===== config.mk =====
export PLATFORM = sky130hd
export DESIGN_NAME = gwfd_sqrt
export DESIGN_NICKNAME = d
export VERILOG_FILES = /design/src/rtl/core/assert_macros.svh /design/src/rtl/core/gwfd_sqrt.sv
export SDC_FILE = /design/constraint.sdc
export NUM_CORES = 1
export LEC_CHECK = 0
export ABC_AREA = 1
export ABC_CLOCK_PERIOD_IN_PS = 2300
export BUFFER_PORTS_ARGS = -buffer_cell sky130_fd_sc_hd__buf_4
export CORE_ASPECT_RATIO = 1.5
export CORE_MARGIN = 2
export CORE_UTILIZATION = 25
export DETAILED_ROUTE_END_ITERATION = 10
export GPL_ROUTABILITY_DRIVEN = 0
export PLACE_DENSITY = 0.45
export SYNTH_ARGS = -nofsm -noshare
export SYNTH_HDL_FRONTEND = slang
export SYNTH_SLANG_ARGS = --single-unit

===== constraint.sdc =====
create_clock -name clk -period 2.3 [get_ports clk]
set_clock_uncertainty 0.1 [all_clocks]
set_input_delay 0.23 -clock clk [delete_from_list [all_inputs] [get_ports clk]]
set_output_delay 0.23 -clock clk [all_outputs]
set_load 0.02 [all_outputs]

===== src/rtl/core/assert_macros.svh =====
// Assertion macros shared by the grid window displacement RTL.
// Depends on nothing; each macro expects clk and rst_n in the enclosing scope.
`ifndef ASSERT_MACROS_SVH
`define ASSERT_MACROS_SVH

// The consequent must hold in the same cycle as the antecedent.
`define ASSERT_IMPLIES(lbl, ante, cons, msg) \
    lbl: assert property (@(posedge clk) disable iff (!rst_n) (ante) |-> (cons)) \
        else $error(msg);

// The consequent must hold in the cycle after the antecedent.
`define ASSERT_NEXT(lbl, ante, cons, msg) \
    lbl: assert property (@(posedge clk) disable iff (!rst_n) (ante) |=> (cons)) \
        else $error(msg);

`endif


===== src/rtl/core/gwfd_sqrt.sv =====
// Pipelined integer square root of a 32-bit radicand, one root bit per stage.
// Depends on nothing.
module gwfd_sqrt #(
    parameter int PAY_W = 1
) (
    input  logic             clk,
    input  logic             rst_n,
    input  logic             adv,
    input  logic             in_valid,
    input  logic [31:0]      radicand,
    input  logic [PAY_W-1:0] pay_in,
    output logic             out_valid,
    output logic [15:0]      root,
    output logic [PAY_W-1:0] pay_out
);
    localparam int STEPS = 16;

    logic [31:0]      v_reg   [STEPS];
    logic [31:0]      v_next  [STEPS];
    logic [31:0]      r_reg   [STEPS];
    logic [31:0]      r_next  [STEPS];
    logic [PAY_W-1:0] pay_reg [STEPS];
    logic             vld_reg [STEPS];

    always_comb
    begin
        logic [31:0] v_src;
        logic [31:0] r_src;
        logic [31:0] b;
        logic [32:0] trial;
        for (int s = 0; s < STEPS; s++)
        begin
            if (s == 0)
            begin
                v_src = radicand;
                r_src = '0;
            end
            else
            begin
                v_src = v_reg[s-1];
                r_src = r_reg[s-1];
            end
            b     = 32'd1 << (2 * (STEPS - 1 - s));
            trial = {1'b0, r_src} + {1'b0, b};
            if ({1'b0, v_src} >= trial)
            begin
                v_next[s] = v_src - trial[31:0];
                r_next[s] = (r_src >> 1) + b;
            end
            else
            begin
                v_next[s] = v_src;
                r_next[s] = r_src >> 1;
            end
        end
    end

    always_ff @(posedge clk or negedge rst_n)
    begin
        if (!rst_n)
        begin
            for (int s = 0; s < STEPS; s++)
            begin
                vld_reg[s] <= 1'b0;
            end
        end
        else if (adv)
        begin
            vld_reg[0] <= in_valid;
            for (int s = 1; s < STEPS; s++)
            begin
                vld_reg[s] <= vld_reg[s-1];
            end
        end
    end

    always_ff @(posedge clk)
    begin
        if (adv)
        begin
            pay_reg[0] <= pay_in;
            for (int s = 0; s < STEPS; s++)
            begin
                v_reg[s] <= v_next[s];
                r_reg[s] <= r_next[s];
            end
            for (int s = 1; s < STEPS; s++)
            begin
                pay_reg[s] <= pay_reg[s-1];
            end
        end
    end

    assign out_valid = vld_reg[STEPS-1];
    assign root      = r_reg[STEPS-1][15:0];
    assign pay_out   = pay_reg[STEPS-1];

endmodule


# Word level (Yosys, flattened, before mapping)
# Memories as Yosys holds them, arrays and structs flattened.
# Index checks and enable logic that the tools add are counted.
totals:
  reg_bits: 16
  ram_bits: 1040
  memories: 3
  latchBits: 0
  romBits: 0
memory_table:
  columns: ["memory", "words", "word_bits", "read_ports", "rd_clocked_by_memory_dff", "wr", "line_no", "rtl"]
  rows:
  - ["r_reg", 16, 32, 16, 0, 16, "gwfd_sqrt.sv:20", "logic [31:0] r_reg [STEPS];"]
  - ["v_reg", 16, 32, 15, 0, 16, "gwfd_sqrt.sv:18", "logic [31:0] v_reg [STEPS];"]
  - ["pay_reg", 16, 1, 16, 0, 16, "gwfd_sqrt.sv:22", "logic [PAY_W-1:0] pay_reg [STEPS];"]
classes:
  eq_ne: 0
  order_cmp: 16
  muxes: 34
  bitwise_logic: 0
  div: 0
  add_sub_neg: 46
  reduce_logical: 0
  n_shift: 0
  mul: 0
op_table:
  columns: ["operator", "count"]
  rows:
  - ["32-bit two-way mux", 31]
  - ["32-bit by 33-bit greater-or-equal comparator with 1-bit output", 15]
  - ["32-bit subtractor", 15]
  - ["32-bit by 1-bit adder with 33-bit output, second input constant", 1]
  - ["32-bit by 11-bit adder with 33-bit output, second input constant", 1]
  - ["32-bit by 13-bit adder with 33-bit output, second input constant", 1]
  - ["32-bit by 15-bit adder with 33-bit output, second input constant", 1]
  - ["32-bit by 17-bit adder with 33-bit output, second input constant", 1]
  - ["32-bit by 19-bit adder with 33-bit output, second input constant", 1]
  - ["32-bit by 21-bit adder with 33-bit output, second input constant", 1]
  - ["32-bit by 23-bit adder with 33-bit output, second input constant", 1]
  - ["32-bit by 25-bit adder with 33-bit output, second input constant", 1]
  - ["32-bit by 27-bit adder with 33-bit output, second input constant", 1]
  - ["32-bit by 29-bit adder with 33-bit output, second input constant", 1]
  - ["32-bit by 3-bit adder with 33-bit output, second input constant", 1]
  - ["32-bit by 5-bit adder with 33-bit output, second input constant", 1]
  - ["32-bit by 7-bit adder with 33-bit output, second input constant", 1]
  - ["32-bit by 9-bit adder with 33-bit output, second input constant", 1]
  - ["31-bit by 1-bit adder with 32-bit output, second input constant", 1]
  - ["31-bit by 11-bit adder with 32-bit output, second input constant", 1]
  - ["31-bit by 13-bit adder with 32-bit output, second input constant", 1]
  - ["31-bit by 15-bit adder with 32-bit output, second input constant", 1]
  - ["31-bit by 17-bit adder with 32-bit output, second input constant", 1]
  - ["31-bit by 19-bit adder with 32-bit output, second input constant", 1]
  - ["other kinds (13)", 14]

# Longest topological paths before layout
# An unclocked memory read counts as a cell.
depth:
  word_depth: 4
  mapped_depth: 14
  ltp_nobuf: 14

# Worst setup path after synthesis
# No wires, ideal clock.
synth_path:
  kind: "register to register"
  startpoint: "mem v_reg[12][13] (netlist: v_reg[1][141])"
  endpoint: "mem v_reg[13][13] (netlist: v_reg[1][173]) (data pin)"
  setup_time_ps: 252
  synth_period_minus_slack_ps: 2110
  t_required_ps: 1948
  path_slack_ps: 190
  path_stages_with_launch: 14
  n_path_buf: 1
  arrival_time_ps: 1758
  path_cell_list: "edfxtp_1 -> ha_1 -> nand2_2 -> nor2_4 -> inv_2 -> nor2_4 -> nand2_1 -> nor2_2 -> nor2_2 -> nand2_4 -> inv_8 -> buf_8 -> nand2_4 -> nand2_2"
synth_lines:
  columns: ["element", "line_no"]
  rows:
  - ["from (decl)", "gwfd_sqrt.sv:18"]

==> results.json <==
{
  "power.density_nw_per_um2": 805,
  "synthesis.instances": 3854,
  "dp.final_hpwl_mm": 84.9,
  "detail_route.first_pass.iterations": 5,
  "setup_viol": 7,
  "crit_top_cell": "nand2_1",
  "largest_family_of_logic_cells_by_synthesized_area": "simple AND/OR/NAND/NOR gates",
  "tritoncts_clock_tree": "done",
  "period_minus_slack_ns": 2.32,
  "ant_nets": 0,
  "synth_enable_flop_cells": 632,
  "drt_iter0_markers": 1120,
  "clk_transition_reported_paths_ns": 0.06,
  "drive_above_1_share": 0.298,
  "cp_data_arrival_time_ns": 2.65,
  "track_usage": 0.149,
  "vias_in_the_first_global_route": 29500,
  "net_count_final": 4849,
  "cts.sinks": 648,
  "maxSlewViolCount": 0,
  "postSynthNetCount": 4041,
  "worst_hold_startpoint": "radicand[22]",
  "utilization": 0.345,
  "via_count": 28200,
  "status": "finished, violations left",
  "worstRegToRegCells": 11,
  "wire_length_of_the_first_global_routing_pass_mm": 161,
  "cellLeakagePower_nw": 20.8,
  "cts_root_buffer": "clkbuf_16",
  "die_area_sq_um": 144000,
  "final.setup.worst_slack_ns": -0.0240,
  "violated_checks": "negative setup slack",
  "synth.yosys.seq_area_share": 0.551,
  "slowest_stage": "edfxtp_1",
  "grt_antenna_before_repair": 1,
  "synthAdderAreaFrac": 0.0533,
  "cts-root-to-sink-buffers": 3,
  "chipWidth_microns": 310,
  "portBuffers": 54,
  "post_synth_num_cell_types": 56,
  "start_util": 0.252,
  "clock_insertion_delay_worst_skew_ns": 0.68,
  "syn_to_final_growth_pct": 37.2,
  "worstReg2RegEnd": "v_reg[0][242]$_DFFE_PP_",
  "irDropWorstVdd_uv": 588,
  "critPathMaxStageDelay_ns": 0.46,
  "fp.coreArea_sq_um": 140000,
  "hold-path-endpoint": "v_reg[0][22]$_DFFE_PP_",
  "mappedNetlistArea_sq_um": 35200,
  "io-pin-count": 55,
  "critical_path.endpoint_type": "flip-flop",
  "synthesis.area_per_instance_sq_um": 9.13,
  "slew_headroom": 0.326,
  "htree_depth": 3,
  "chipHeight_microns": 464,
  "wire_per_inst_microns": 16.5,
  "post_drt_via_cell_ratio": 4.28,
  "synthesis.yosys.warnings": 0,
  "required_time_reported_for_the_critical_path_endpoint_ns": 2.63,
  "timing.hold.worst_path_depth": 2,
  "synthXorXnorAreaFrac": 0.0266,
  "totalNegativeSetupSlack_ns": -0.0888,
  "simple_logic_cell_fraction_of_the_synthesized_area": 0.243,
  "critical_path.cell_chain": "ha_4, nand2_4, inv_2, nand2_2, nor2_4, nand4_1, buf_6, o21ai_4, nor2_2, nand2_1, nand2_1",
  "yosys_most_used_dff": "edfxtp_1",
  "num_rows": 168,
  "reg2reg_from": "v_reg[0][214]$_DFFE_PP_",
  "asyncSetResetFlopFracSynth": 0.0247,
  "path_class": "reg2reg",
  "layout_worst_path_cycle_share": 1.01,
  "drt_drc_violations_left": 0,
  "report.final.hold_viol_count": 0,
  "number_of_max_cap_violations": 0,
  "cp_max_fo": 4,
  "clock.fmax_ghz": 0.430,
  "hold_path_class": "in2reg",
  "synthMuxAreaShare": 0,
  "worstSetupStartpointType": "flip-flop",
  "number_of_flip_flops_under_the_largest_register_name": 480,
  "worst-r2r-setup-slack_ns": -0.02,
  "tritoncts.num_buffers": 75,
  "drt_wl_total_mm": 109,
  "grt-ovfl-total": 0,
  "pin_count_of_the_biggest_net_entering_global_routing": 67,
  "synth_compound_gate_area_share": 0.0543,
  "ys_ff_latch": 648,
  "max_slew.worst_pin.slew_ns": 1.00,
  "rsz_0062_raised_after_global_routing": "yes"
}
==> cell type report <==
class / instances / area (sq um)
clock buffers: 90 / 1970
repair buffers: 751 / 6240
diodes: 1 / 2.50
multi-input cells: 2581 / 15600
clock inverters: 41 / 429
flip-flops and latches: 648 / 19400
well taps: 1870 / 2340
repair inverters: 2 / 25.0
inverters: 603 / 2310
fillers: 14300 / 91500
==> routing by layer <==
layer	share of wire	global-route usage	wire length (microns)
met1	0.29	0.110	31200
met2	0.61	0.324	65800
met3	0.023	0.0180	2540
met4	0.083	0.112	9000
met5	0	0	0
==> repair_timing <==
action	in CTS	in global routing
pin swaps	39	115
endpoints found under the hold margin	68	0
setup buffers	46	71
hold buffers	37	0
gates resized for setup	224	331
cloned	8	4
setup endpoints to repair	179	207
==> layout by cell type (no fill, tap or decap), types with 14 or more instances in the layout <==
master	n
nand2_1	1011
buf_4	663
edfxtp_1	632
inv_1	512
nor2_1	327
nand3_1	220
nand2_2	122
inv_2	84
a21oi_1	83
clkbuf_16	78
ha_4	77
a21oi_2	72
ha_1	67
xor2_1	65
nand4_1	55
nor3_1	52
o21ai_0	52
nand2_4	44
nor2_2	43
xnor2_1	41
o21ai_2	40
dlygate4sd3_1	37
nor2_4	30
nand3b_1	30
buf_12	28
o21ai_1	23
nor4_1	17
dfrtp_1	16
buf_6	16
nand3_2	15
clkinv_1	15
clkinv_2	14
==> stage by stage <==
step	instance area [sq um]	setup WS [ns]	power [W]	cells	hold WS, ns
after floorplan	35200	0.190	0.0209	3854	-0.166
after global placement	42000	-0.989	0.0256	6293	0.00111
after detailed placement	42000	-1.02	0.0257	6293	-0.00152
after CTS	46500	-0.106	0.0383	6514	0.133
after global routing	48300	-0.143	0.0410	6587	0.158
final	48300	-0.0240	0.0389	6587	0.178
==> Yosys cell counts (all sizes together) (16+ instances only) <==
| cell | n | area (sq um) |
|---|---|---|
| o21ai | 116 | 671 |
| nand4 | 55 | 344 |
| dfrtp | 16 | 400 |
| nor3 | 64 | 340 |
| xor2 | 65 | 569 |
| edfxtp | 632 | 19000 |
| inv | 600 | 2270 |
| ha | 150 | 1880 |
| buf | 23 | 235 |
| nor4 | 18 | 113 |
| nand3 | 240 | 1230 |
| nand3b | 31 | 236 |
| nand2 | 1176 | 4540 |
| nor2 | 398 | 1610 |
| xnor2 | 42 | 368 |
| a21oi | 167 | 978 |
==> critical path, delay by kind of cell, from the launching register on <==
family,cells,cell delay (ns)
flip-flops,1,0.46
buffers and inverters,2,0.22
AO/OA/AOI/OAI,1,0.19
AND/OR/NAND/NOR,7,0.77
adder cells (fa/ha/maj),1,0.34
==> worst max path at each step <==
stage,start,to,slack (ns)
after floorplan,v_reg[1][141]$_DFFE_PP_,v_reg[1][173]$_DFFE_PP_,0.19
after global placement,v_reg[0][214]$_DFFE_PP_,v_reg[0][245]$_DFFE_PP_,-0.99
after detailed placement,v_reg[0][214]$_DFFE_PP_,v_reg[0][245]$_DFFE_PP_,-1.02
after CTS,v_reg[0][216]$_DFFE_PP_,v_reg[0][240]$_DFFE_PP_,-0.11
after global routing,v_reg[0][214]$_DFFE_PP_,v_reg[0][242]$_DFFE_PP_,-0.14
final,v_reg[0][214]$_DFFE_PP_,v_reg[0][242]$_DFFE_PP_,-0.02
==> report_power, final <==
group / internal, W / switching, W
sequential: 0.0148 / 0.00107
clock: 0.00664 / 0.00511
combinational: 0.00494 / 0.00636
==> cells by family (layout without fill, tap and decap cells) <==
logic type      count (synthesis)  count (layout)
flops                         648             648
xor+xnor                      107             107
buf+inv                       629            1487
fa+ha+maj                     150             150
compound gates                316             316
simple gates                 2004            2008
other cells                     0               1
Power figures use the tool's default switching activity.
