==> config.mk <==
export PLATFORM = sky130hd
export DESIGN_NAME = gwfd_div
export DESIGN_NICKNAME = d
export VERILOG_FILES = /design/src/rtl/core/assert_macros.svh /design/src/rtl/core/gwfd_div.sv
export SDC_FILE = /design/constraint.sdc
export NUM_CORES = 2
export LEC_CHECK = 0
export ABC_CLOCK_PERIOD_IN_PS = 4400
export CAP_MARGIN = 20
export CORE_ASPECT_RATIO = 0.5
export CORE_MARGIN = 3
export CORE_UTILIZATION = 64
export CTS_CLUSTER_DIAMETER = 80
export DETAILED_ROUTE_END_ITERATION = 8
export DONT_BUFFER_PORTS = 1
export PLACE_DENSITY_LB_ADDON = 0.05
export SYNTH_ARGS = -nofsm -noshare
export SYNTH_HDL_FRONTEND = slang
export SYNTH_SLANG_ARGS = --single-unit
==> constraint.sdc <==
create_clock -name clk -period 4.4 [get_ports clk]
set_clock_uncertainty 0.1 [all_clocks]
set_input_delay 0.22 -clock clk [delete_from_list [all_inputs] [get_ports clk]]
set_output_delay 0.22 -clock clk [all_outputs]
set_load 0.02 [all_outputs]
==> src/rtl/core/assert_macros.svh <==
// Assertion macros shared by the grid window displacement RTL.
// Depends on nothing; each macro expects clk and rst_n in the enclosing scope.
`ifndef ASSERT_MACROS_SVH
`define ASSERT_MACROS_SVH

// The consequent must hold in the same cycle as the antecedent.
`define ASSERT_IMPLIES(lbl, ante, cons, msg) \
    lbl: assert property (@(posedge clk) disable iff (!rst_n) (ante) |-> (cons)) \
        else $error(msg);

// The consequent must hold in the cycle after the antecedent.
`define ASSERT_NEXT(lbl, ante, cons, msg) \
    lbl: assert property (@(posedge clk) disable iff (!rst_n) (ante) |=> (cons)) \
        else $error(msg);

`endif

==> src/rtl/core/gwfd_div.sv <==
// Pipelined restoring divider, one quotient bit per register stage.
// Depends on nothing; the divisor is held steady by the configuration.
module gwfd_div #(
    parameter int NUM_W = 24,
    parameter int DEN_W = 13,
    parameter int QUO_W = 24,
    parameter int PAY_W = 1
) (
    input  logic             clk,
    input  logic             rst_n,
    input  logic             adv,
    input  logic             in_valid,
    input  logic [NUM_W-1:0] num,
    input  logic [DEN_W-1:0] den,
    input  logic [PAY_W-1:0] pay_in,
    output logic             out_valid,
    output logic [QUO_W-1:0] quo,
    output logic [DEN_W-1:0] rem,
    output logic [PAY_W-1:0] pay_out
);
    localparam int CW = (NUM_W > DEN_W + QUO_W) ? NUM_W : DEN_W + QUO_W;

    logic [CW-1:0]    rem_reg  [QUO_W];
    logic [CW-1:0]    rem_next [QUO_W];
    logic [QUO_W-1:0] quo_reg  [QUO_W];
    logic [QUO_W-1:0] quo_next [QUO_W];
    logic [PAY_W-1:0] pay_reg  [QUO_W];
    logic             vld_reg  [QUO_W];

    always_comb
    begin
        logic [CW-1:0]    r_src;
        logic [CW-1:0]    d_sh;
        logic [QUO_W-1:0] q_src;
        for (int s = 0; s < QUO_W; s++)
        begin
            if (s == 0)
            begin
                r_src = CW'(num);
                q_src = '0;
            end
            else
            begin
                r_src = rem_reg[s-1];
                q_src = quo_reg[s-1];
            end
            d_sh        = CW'(den) << (QUO_W - 1 - s);
            rem_next[s] = r_src;
            quo_next[s] = q_src;
            if (r_src >= d_sh)
            begin
                rem_next[s]               = r_src - d_sh;
                quo_next[s][QUO_W-1-s]    = 1'b1;
            end
        end
    end

    always_ff @(posedge clk or negedge rst_n)
    begin
        if (!rst_n)
        begin
            for (int s = 0; s < QUO_W; s++)
            begin
                vld_reg[s] <= 1'b0;
            end
        end
        else if (adv)
        begin
            vld_reg[0] <= in_valid;
            for (int s = 1; s < QUO_W; s++)
            begin
                vld_reg[s] <= vld_reg[s-1];
            end
        end
    end

    always_ff @(posedge clk)
    begin
        if (adv)
        begin
            pay_reg[0] <= pay_in;
            for (int s = 0; s < QUO_W; s++)
            begin
                rem_reg[s] <= rem_next[s];
                quo_reg[s] <= quo_next[s];
            end
            for (int s = 1; s < QUO_W; s++)
            begin
                pay_reg[s] <= pay_reg[s-1];
            end
        end
    end

    assign out_valid = vld_reg[QUO_W-1];
    assign quo       = quo_reg[QUO_W-1];
    assign rem       = rem_reg[QUO_W-1][DEN_W-1:0];
    assign pay_out   = pay_reg[QUO_W-1];

endmodule

# --- Word level (Yosys, flattened, before mapping) ---
# Memories as Yosys holds them, arrays and structs flattened.
# Cells that the tools add are included.
word_totals:
  register_bits: 24
  ram_bits: 1488
  in_bits: 42
  output_inout_bits: 39
  word_cells: 125
  mem_count: 3
classes:
  add_sub_neg: 24
  n_lt_le_gt_ge: 24
  mux: 50
memory_table:
  columns: ["name", "words", "word_bits", "rd", "rd_clocked_by_memory_dff", "write_ports", "line_no", "source"]
  rows:
  - ["rem_reg", 24, 37, 24, 0, 24, "gwfd_div.sv:23", "logic [CW-1:0] rem_reg [QUO_W];"]
  - ["quo_reg", 24, 24, 24, 0, 24, "gwfd_div.sv:25", "logic [QUO_W-1:0] quo_reg [QUO_W];"]
  - ["pay_reg", 24, 1, 24, 0, 24, "gwfd_div.sv:27", "logic [PAY_W-1:0] pay_reg [QUO_W];"]
ops:
  columns: ["cell", "count"]
  rows:
  - ["$mux W37", 24]
  - ["$ge A37 B13 Y1", 1]
  - ["$ge A37 B14 Y1", 1]
  - ["$ge A37 B15 Y1", 1]
  - ["$ge A37 B16 Y1", 1]
  - ["$ge A37 B17 Y1", 1]
  - ["$ge A37 B18 Y1", 1]
  - ["$ge A37 B19 Y1", 1]
  - ["$ge A37 B20 Y1", 1]
  - ["$ge A37 B21 Y1", 1]
  - ["$ge A37 B22 Y1", 1]
  - ["$ge A37 B23 Y1", 1]
  - ["$ge A37 B24 Y1", 1]
  - ["$ge A37 B25 Y1", 1]
  - ["$ge A37 B26 Y1", 1]
  - ["$ge A37 B27 Y1", 1]
  - ["$ge A37 B28 Y1", 1]
  - ["$ge A37 B29 Y1", 1]
  - ["$ge A37 B30 Y1", 1]
  - ["$ge A37 B31 Y1", 1]
  - ["$ge A37 B32 Y1", 1]
  - ["$ge A37 B33 Y1", 1]
  - ["$ge A37 B34 Y1", 1]
  - ["$ge A37 B35 Y1", 1]
  - ["26 further kinds", 51]

# --- Logic depth before layout (Yosys ltp) ---
# An unclocked memory read counts as a cell.
logic_depth:
  depth_word: 3
  ltp_mapped: 13
  mapped_depth_nobuf: 12

# --- Least setup slack after synthesis ---
# OpenSTA, ideal clock, no wires.
synth_path:
  path_kind: "input -> register"
  from: "input den[1]"
  to: "memory rem_reg[0][294] (netlist bit) (data pin)"
  setup_ns: 0.259
  t_arrival_ns: 3.149
  required_ns: 4.041
  setup_slack_ns: 0.892
  stages: 11
  path_cell_list: "inv_1 > ha_1 > nor2b_1 > o31a_1 > o21ai_0 > o21ai_0 > a21oi_1 > nor3b_1 > inv_1 > and3_1 > xor2_1"
synth_rtl:
  columns: ["element", "line_no", "source"]
  rows:
  - ["from (decl)", "gwfd_div.sv:14", "input logic [DEN_W-1:0] den,"]
  - ["to (decl)", "gwfd_div.sv:23", null]

==> flow_results.org <==
** Timing
- For the pin with the worst max-slew slack, the measured transition is around 1.3 ns.
- Fmax achieved :: about 0.27 GHz
- The hold violation count in the final report is 9.
- Final count of negative-setup-slack endpoints :: 0
- Headroom to the max-slew limit came out at between 10% and 20%.
- The final critical path takes up a little under nine tenths of the cycle.
- Total negative slack for setup checks :: 0 ns
- Unrepaired setup endpoints after global routing :: false
- On the final layout, the worst hold slack is -0.0130 ns.
- Subtracting the final worst setup slack from the clock period gives between 3 and 4 ns.
- Number of max-slew violations in the final report :: 0

** Global routing
- Total grt overflow :: 0
- Number of global-route vias before repair :: around 37000
- The number of antenna violations at the first check in global routing was 1.
- First-pass GRT wire length :: roughly 180000 µm
- Combined global-route utilization of all metal layers :: a little under a quarter
- Entering global routing, the biggest net connects about 260 pins.

** Setup path
- STA puts the critical path data arrival time at 4.09 ns.
- Max incr delay on CP :: ~0.67 ns
- Worst Reg2Reg Path Length in Cells :: 12
- Along the worst path, the maximum fanout reaches 5.
- CP max stage cell :: a2111oi_0
- Traced cell by cell, the critical path runs through inv_1 -> ha_1 -> fa_1 -> nor2b_1 -> o31a_1 -> o211ai_1 -> a2111oi_0 -> buf_4 -> o211ai_1 -> or2_2 -> nor4_1 -> xor2_1.
- Library cell appearing most often on the critical path :: o211ai_1
- CP startpoint kind :: flop
- Setup slack of the most critical reg-to-reg path :: roughly 0.64 ns
- STA puts the critical path data required time at ~4.7 ns.
- The worst setup path is captured at a flop.
- In this run the critical register-to-register path is launched from rem_reg[1][266]$_DFFE_PP_.
- The worst register-to-register path ends at rem_reg[2][28]$_DFFE_PP_.
- The critical path in this run is classified as flop to flop.

** Synth
- Yosys printed 0 warnings.
- Of all flip-flops after synthesis, the portion carrying an async set or reset was 1.98%.
- Number of flops mapped to enable cells by yosys :: roughly 1200
- After synthesis, the most frequently instantiated cells are edfxtp_1 (1188), nor2_1 (341), ha_1 (301), nand2_1 (282), a21oi_1 (269).
- Distinct cell type count after synthesis :: between 80 and 90
- Averaged over all synthesized cells, the footprint is roughly 13 µm².
- Flip-flop and latch count after synthesis :: approximately 1200
- Gate Count Post-Synth :: 4634
- Synth Net Count :: 5000
- For this run, the leading register cell type out of synthesis is edfxtp_1.
- Most repeated cell in the gate-level netlist after synthesis :: edfxtp_1
- Top area cells in the synthesized netlist :: edfxtp_1 (60%), ha_1 (6.3%), xor2_1 (3.6%), xnor2_1 (3.2%), a21oi_1 (2.3%)
- Summed over all instances, the cell type with the most area after synthesis is edfxtp_1.
- Of the post-synthesis cell area, the dominant cell type holds about 60%.
- The synthesized netlist occupies a cell area of 0.0595 mm².
- Share of the yosys chip area belonging to registers :: ~61%

** Clocking
- Post-CTS timing repair inserted 0 buffers for setup.
- The clock passes through at most 3 buffers.
- Clock tree from TritonCTS :: yes
- The tree is rooted in a clkbuf_16.
- Clock-pin slew was measured on the worst setup and hold paths at around 0.07 ns.
- Cts bufs inserted :: between 100 and 150
- The H-tree was split into 3 levels.
- Number of gates resized after cts :: 0
- Clk Latency, worst-skew pair :: between 0.7 and 0.8 ns
- Clock sink count :: around 1200

** Placed design
- After legalization and detailed placement, the total HPWL measured about 80000 µm.
- Cell total after placement :: 5867
- Buffers placed on the I/O ports in this run total 0.
- Placer congestion estimate :: 0.944

** Pwr
- IR analysis of the VDD net gives a maximum drop of between 0.3 and 0.4 mV.
- Of the total power, the share spent switching nets is a little under a third.
- Leakage power total :: ~24 nW
- Combinational logic is responsible for a little over a quarter of the overall power.
- Cell-internal power :: roughly 25 mW
- For this design the total switching power over the nets is 11.0 mW.
- Part of the power in the clock network :: about a quarter
- Portion of total power attributed to sequential cells :: 46.5%
- Pwr dens :: about 550 mW/mm²

** Finish
- Signed area change from the synthesized netlist to the final layout :: 10.2%
- Of the cells placed in the final design, the portion with a size suffix greater than 1 is 8.42%.
- The count of cells in the finished layout, fillers not included, comes to about 6100.
- Number of flip-flops under the largest register name :: about 860
- Fill cells in the final layout number 5965.
- ANT cells :: 0
- Final nets :: between 5000 and 6000

** Hold path
- The worst hold path terminates at rem_reg[0][99]$_DFFE_PP_.
- Hold_sp :: adv
- Along the worst hold path, the cell count comes to 1.
- The tightest min-delay check is of the input pin to flop type.

** Status
- Outcome :: complete, but fails checks
- Violated checks :: negative hold slack

** Drt
- Number of design rule violations left after detail routing :: 0
- After detailed routing, the total wire length is between 100000 and 150000 µm.
- Detailed Routing Iterations Pass 1 :: 7
- Total vias in the final route :: around 37000
- Post-detailed-route wirelength per cell :: roughly 19 µm
- Count of nets left with antenna violations after detail routing :: 0
- Dividing the detail-routed via count by the number of cells gives 6.01.
- Initial drt markers :: roughly 2700

** Die
- Total Die Area :: between 0.09 and 0.1 mm²
- The region available for standard cell placement spans between 0.09 and 0.1 mm².
- In this run the vertical extent of the chip is around 220 µm.
- # rows :: 78
- Number of top-level pins :: 81
- Once the floorplan was initialized, standard cells occupied approximately 65% of the core.
- Die width :: 437 µm

** Run
- The tool flagged a number of max-cap violations equal to 0.
## cell type report
class	instances	area, µm²	area share [%]
sequential	1212	36300	55.3
multi-input combinational	3212	22400	34.2
clock buffer	114	2660	4.06
tap	1240	1550	2.36
timing repair buffer	124	1320	2.01
clock inverter	78	902	1.37
inverter	129	484	0.738
## power groups by stage
| stage | sequential (mW) | combinational [mW] | clock, mW |
|---|---|---|---|
| CTS | 16.9 | 9.84 | 9.78 |
| floorplan | 16.6 | 7.79 | 0 |
| detailed placement | 17.1 | 9.68 | 0 |
| global route | 17.1 | 11.1 | 10.3 |
| finish | 16.9 | 9.94 | 9.54 |
| global placement | 17.0 | 9.27 | 0 |
## worst max-delay path: cells and delay by family, from the launching register on
kind	cells	cell delay, ns
adder cells (fa/ha/maj)	2	0.61
AND/OR/NAND/NOR	3	0.82
buffers and inverters	2	0.29
flip-flops	1	0.36
AO/OA/AOI/OAI	4	1.21
XOR/XNOR	1	0.11
## layer usage
layer,track usage (%),vias up,share of wire (%)
li1,-,17900,-
met1,26.4,17600,39
met2,43.7,877,53
met3,3.59,315,3.8
met4,11.0,0,4.7
met5,0,-,0
## through the flow
stage / area (µm²) / power [mW] / util [%] / worst slack [ns]
6_report: 65600 / 36.4 / 71.8 / 0.640
5_1_grt: 65600 / 38.5 / 71.8 / 0.345
4_1_cts: 65600 / 36.5 / 71.7 / 0.697
3_5_place_dp: 61500 / 26.8 / 67.2 / 0.106
3_3_place_gp: 61500 / 26.3 / 67.2 / 0.168
2_1_floorplan: 59500 / 24.4 / - / 0.892
## placed cells by master, fill, tap and decap left out, drive strengths merged, types with 30 or more instances in the layout
cell type,count
buf,79
nor3,164
and3,42
nor2b,56
or4,34
xnor2,217
clkbuf,114
nor4,115
nand2,282
nand2b,60
nor2,341
xor2,247
a21o,72
o21ai,237
inv,138
dlygate4sd3,45
or2,30
ha,301
clkinv,45
a21oi,269
mux2,109
or3,68
edfxtp,1188
nand3,82
nand4,59
o21a,57
## how the worst max path moves through the flow
| stage | cells past startpoint | endpoint | from |
|---|---|---|---|
| after floorplan | 11 | rem_reg[0][294]$_DFFE_PP_ | den[1] |
| after global placement | 4 | quo_reg[2][171]$_DFFE_PP_ | adv |
| after detailed placement | 4 | rem_reg[2][214]$_DFFE_PP_ | adv |
| after CTS | 12 | rem_reg[2][28]$_DFFE_PP_ | rem_reg[1][266]$_DFFE_PP_ |
| after global routing | 12 | rem_reg[2][28]$_DFFE_PP_ | rem_reg[1][266]$_DFFE_PP_ |
| final | 12 | rem_reg[2][28]$_DFFE_PP_ | rem_reg[1][266]$_DFFE_PP_ |
## cell families after synthesis
kind of cell / synth area share [%]
flops: 60.9
xor+xnor: 6.83
compound gates: 8.85
mux: 2.23
buf+inv: 1.43
fa+ha+maj: 7.10
simple gates: 12.6
## timing repair
item / 4_1_cts / 5_1_grt
setup endpoints to repair: 0 / 0
hold buffers: 46 / 2
hold endpoints to repair: 253 / 6
Note: power is estimated with default switching activity, not from simulation.
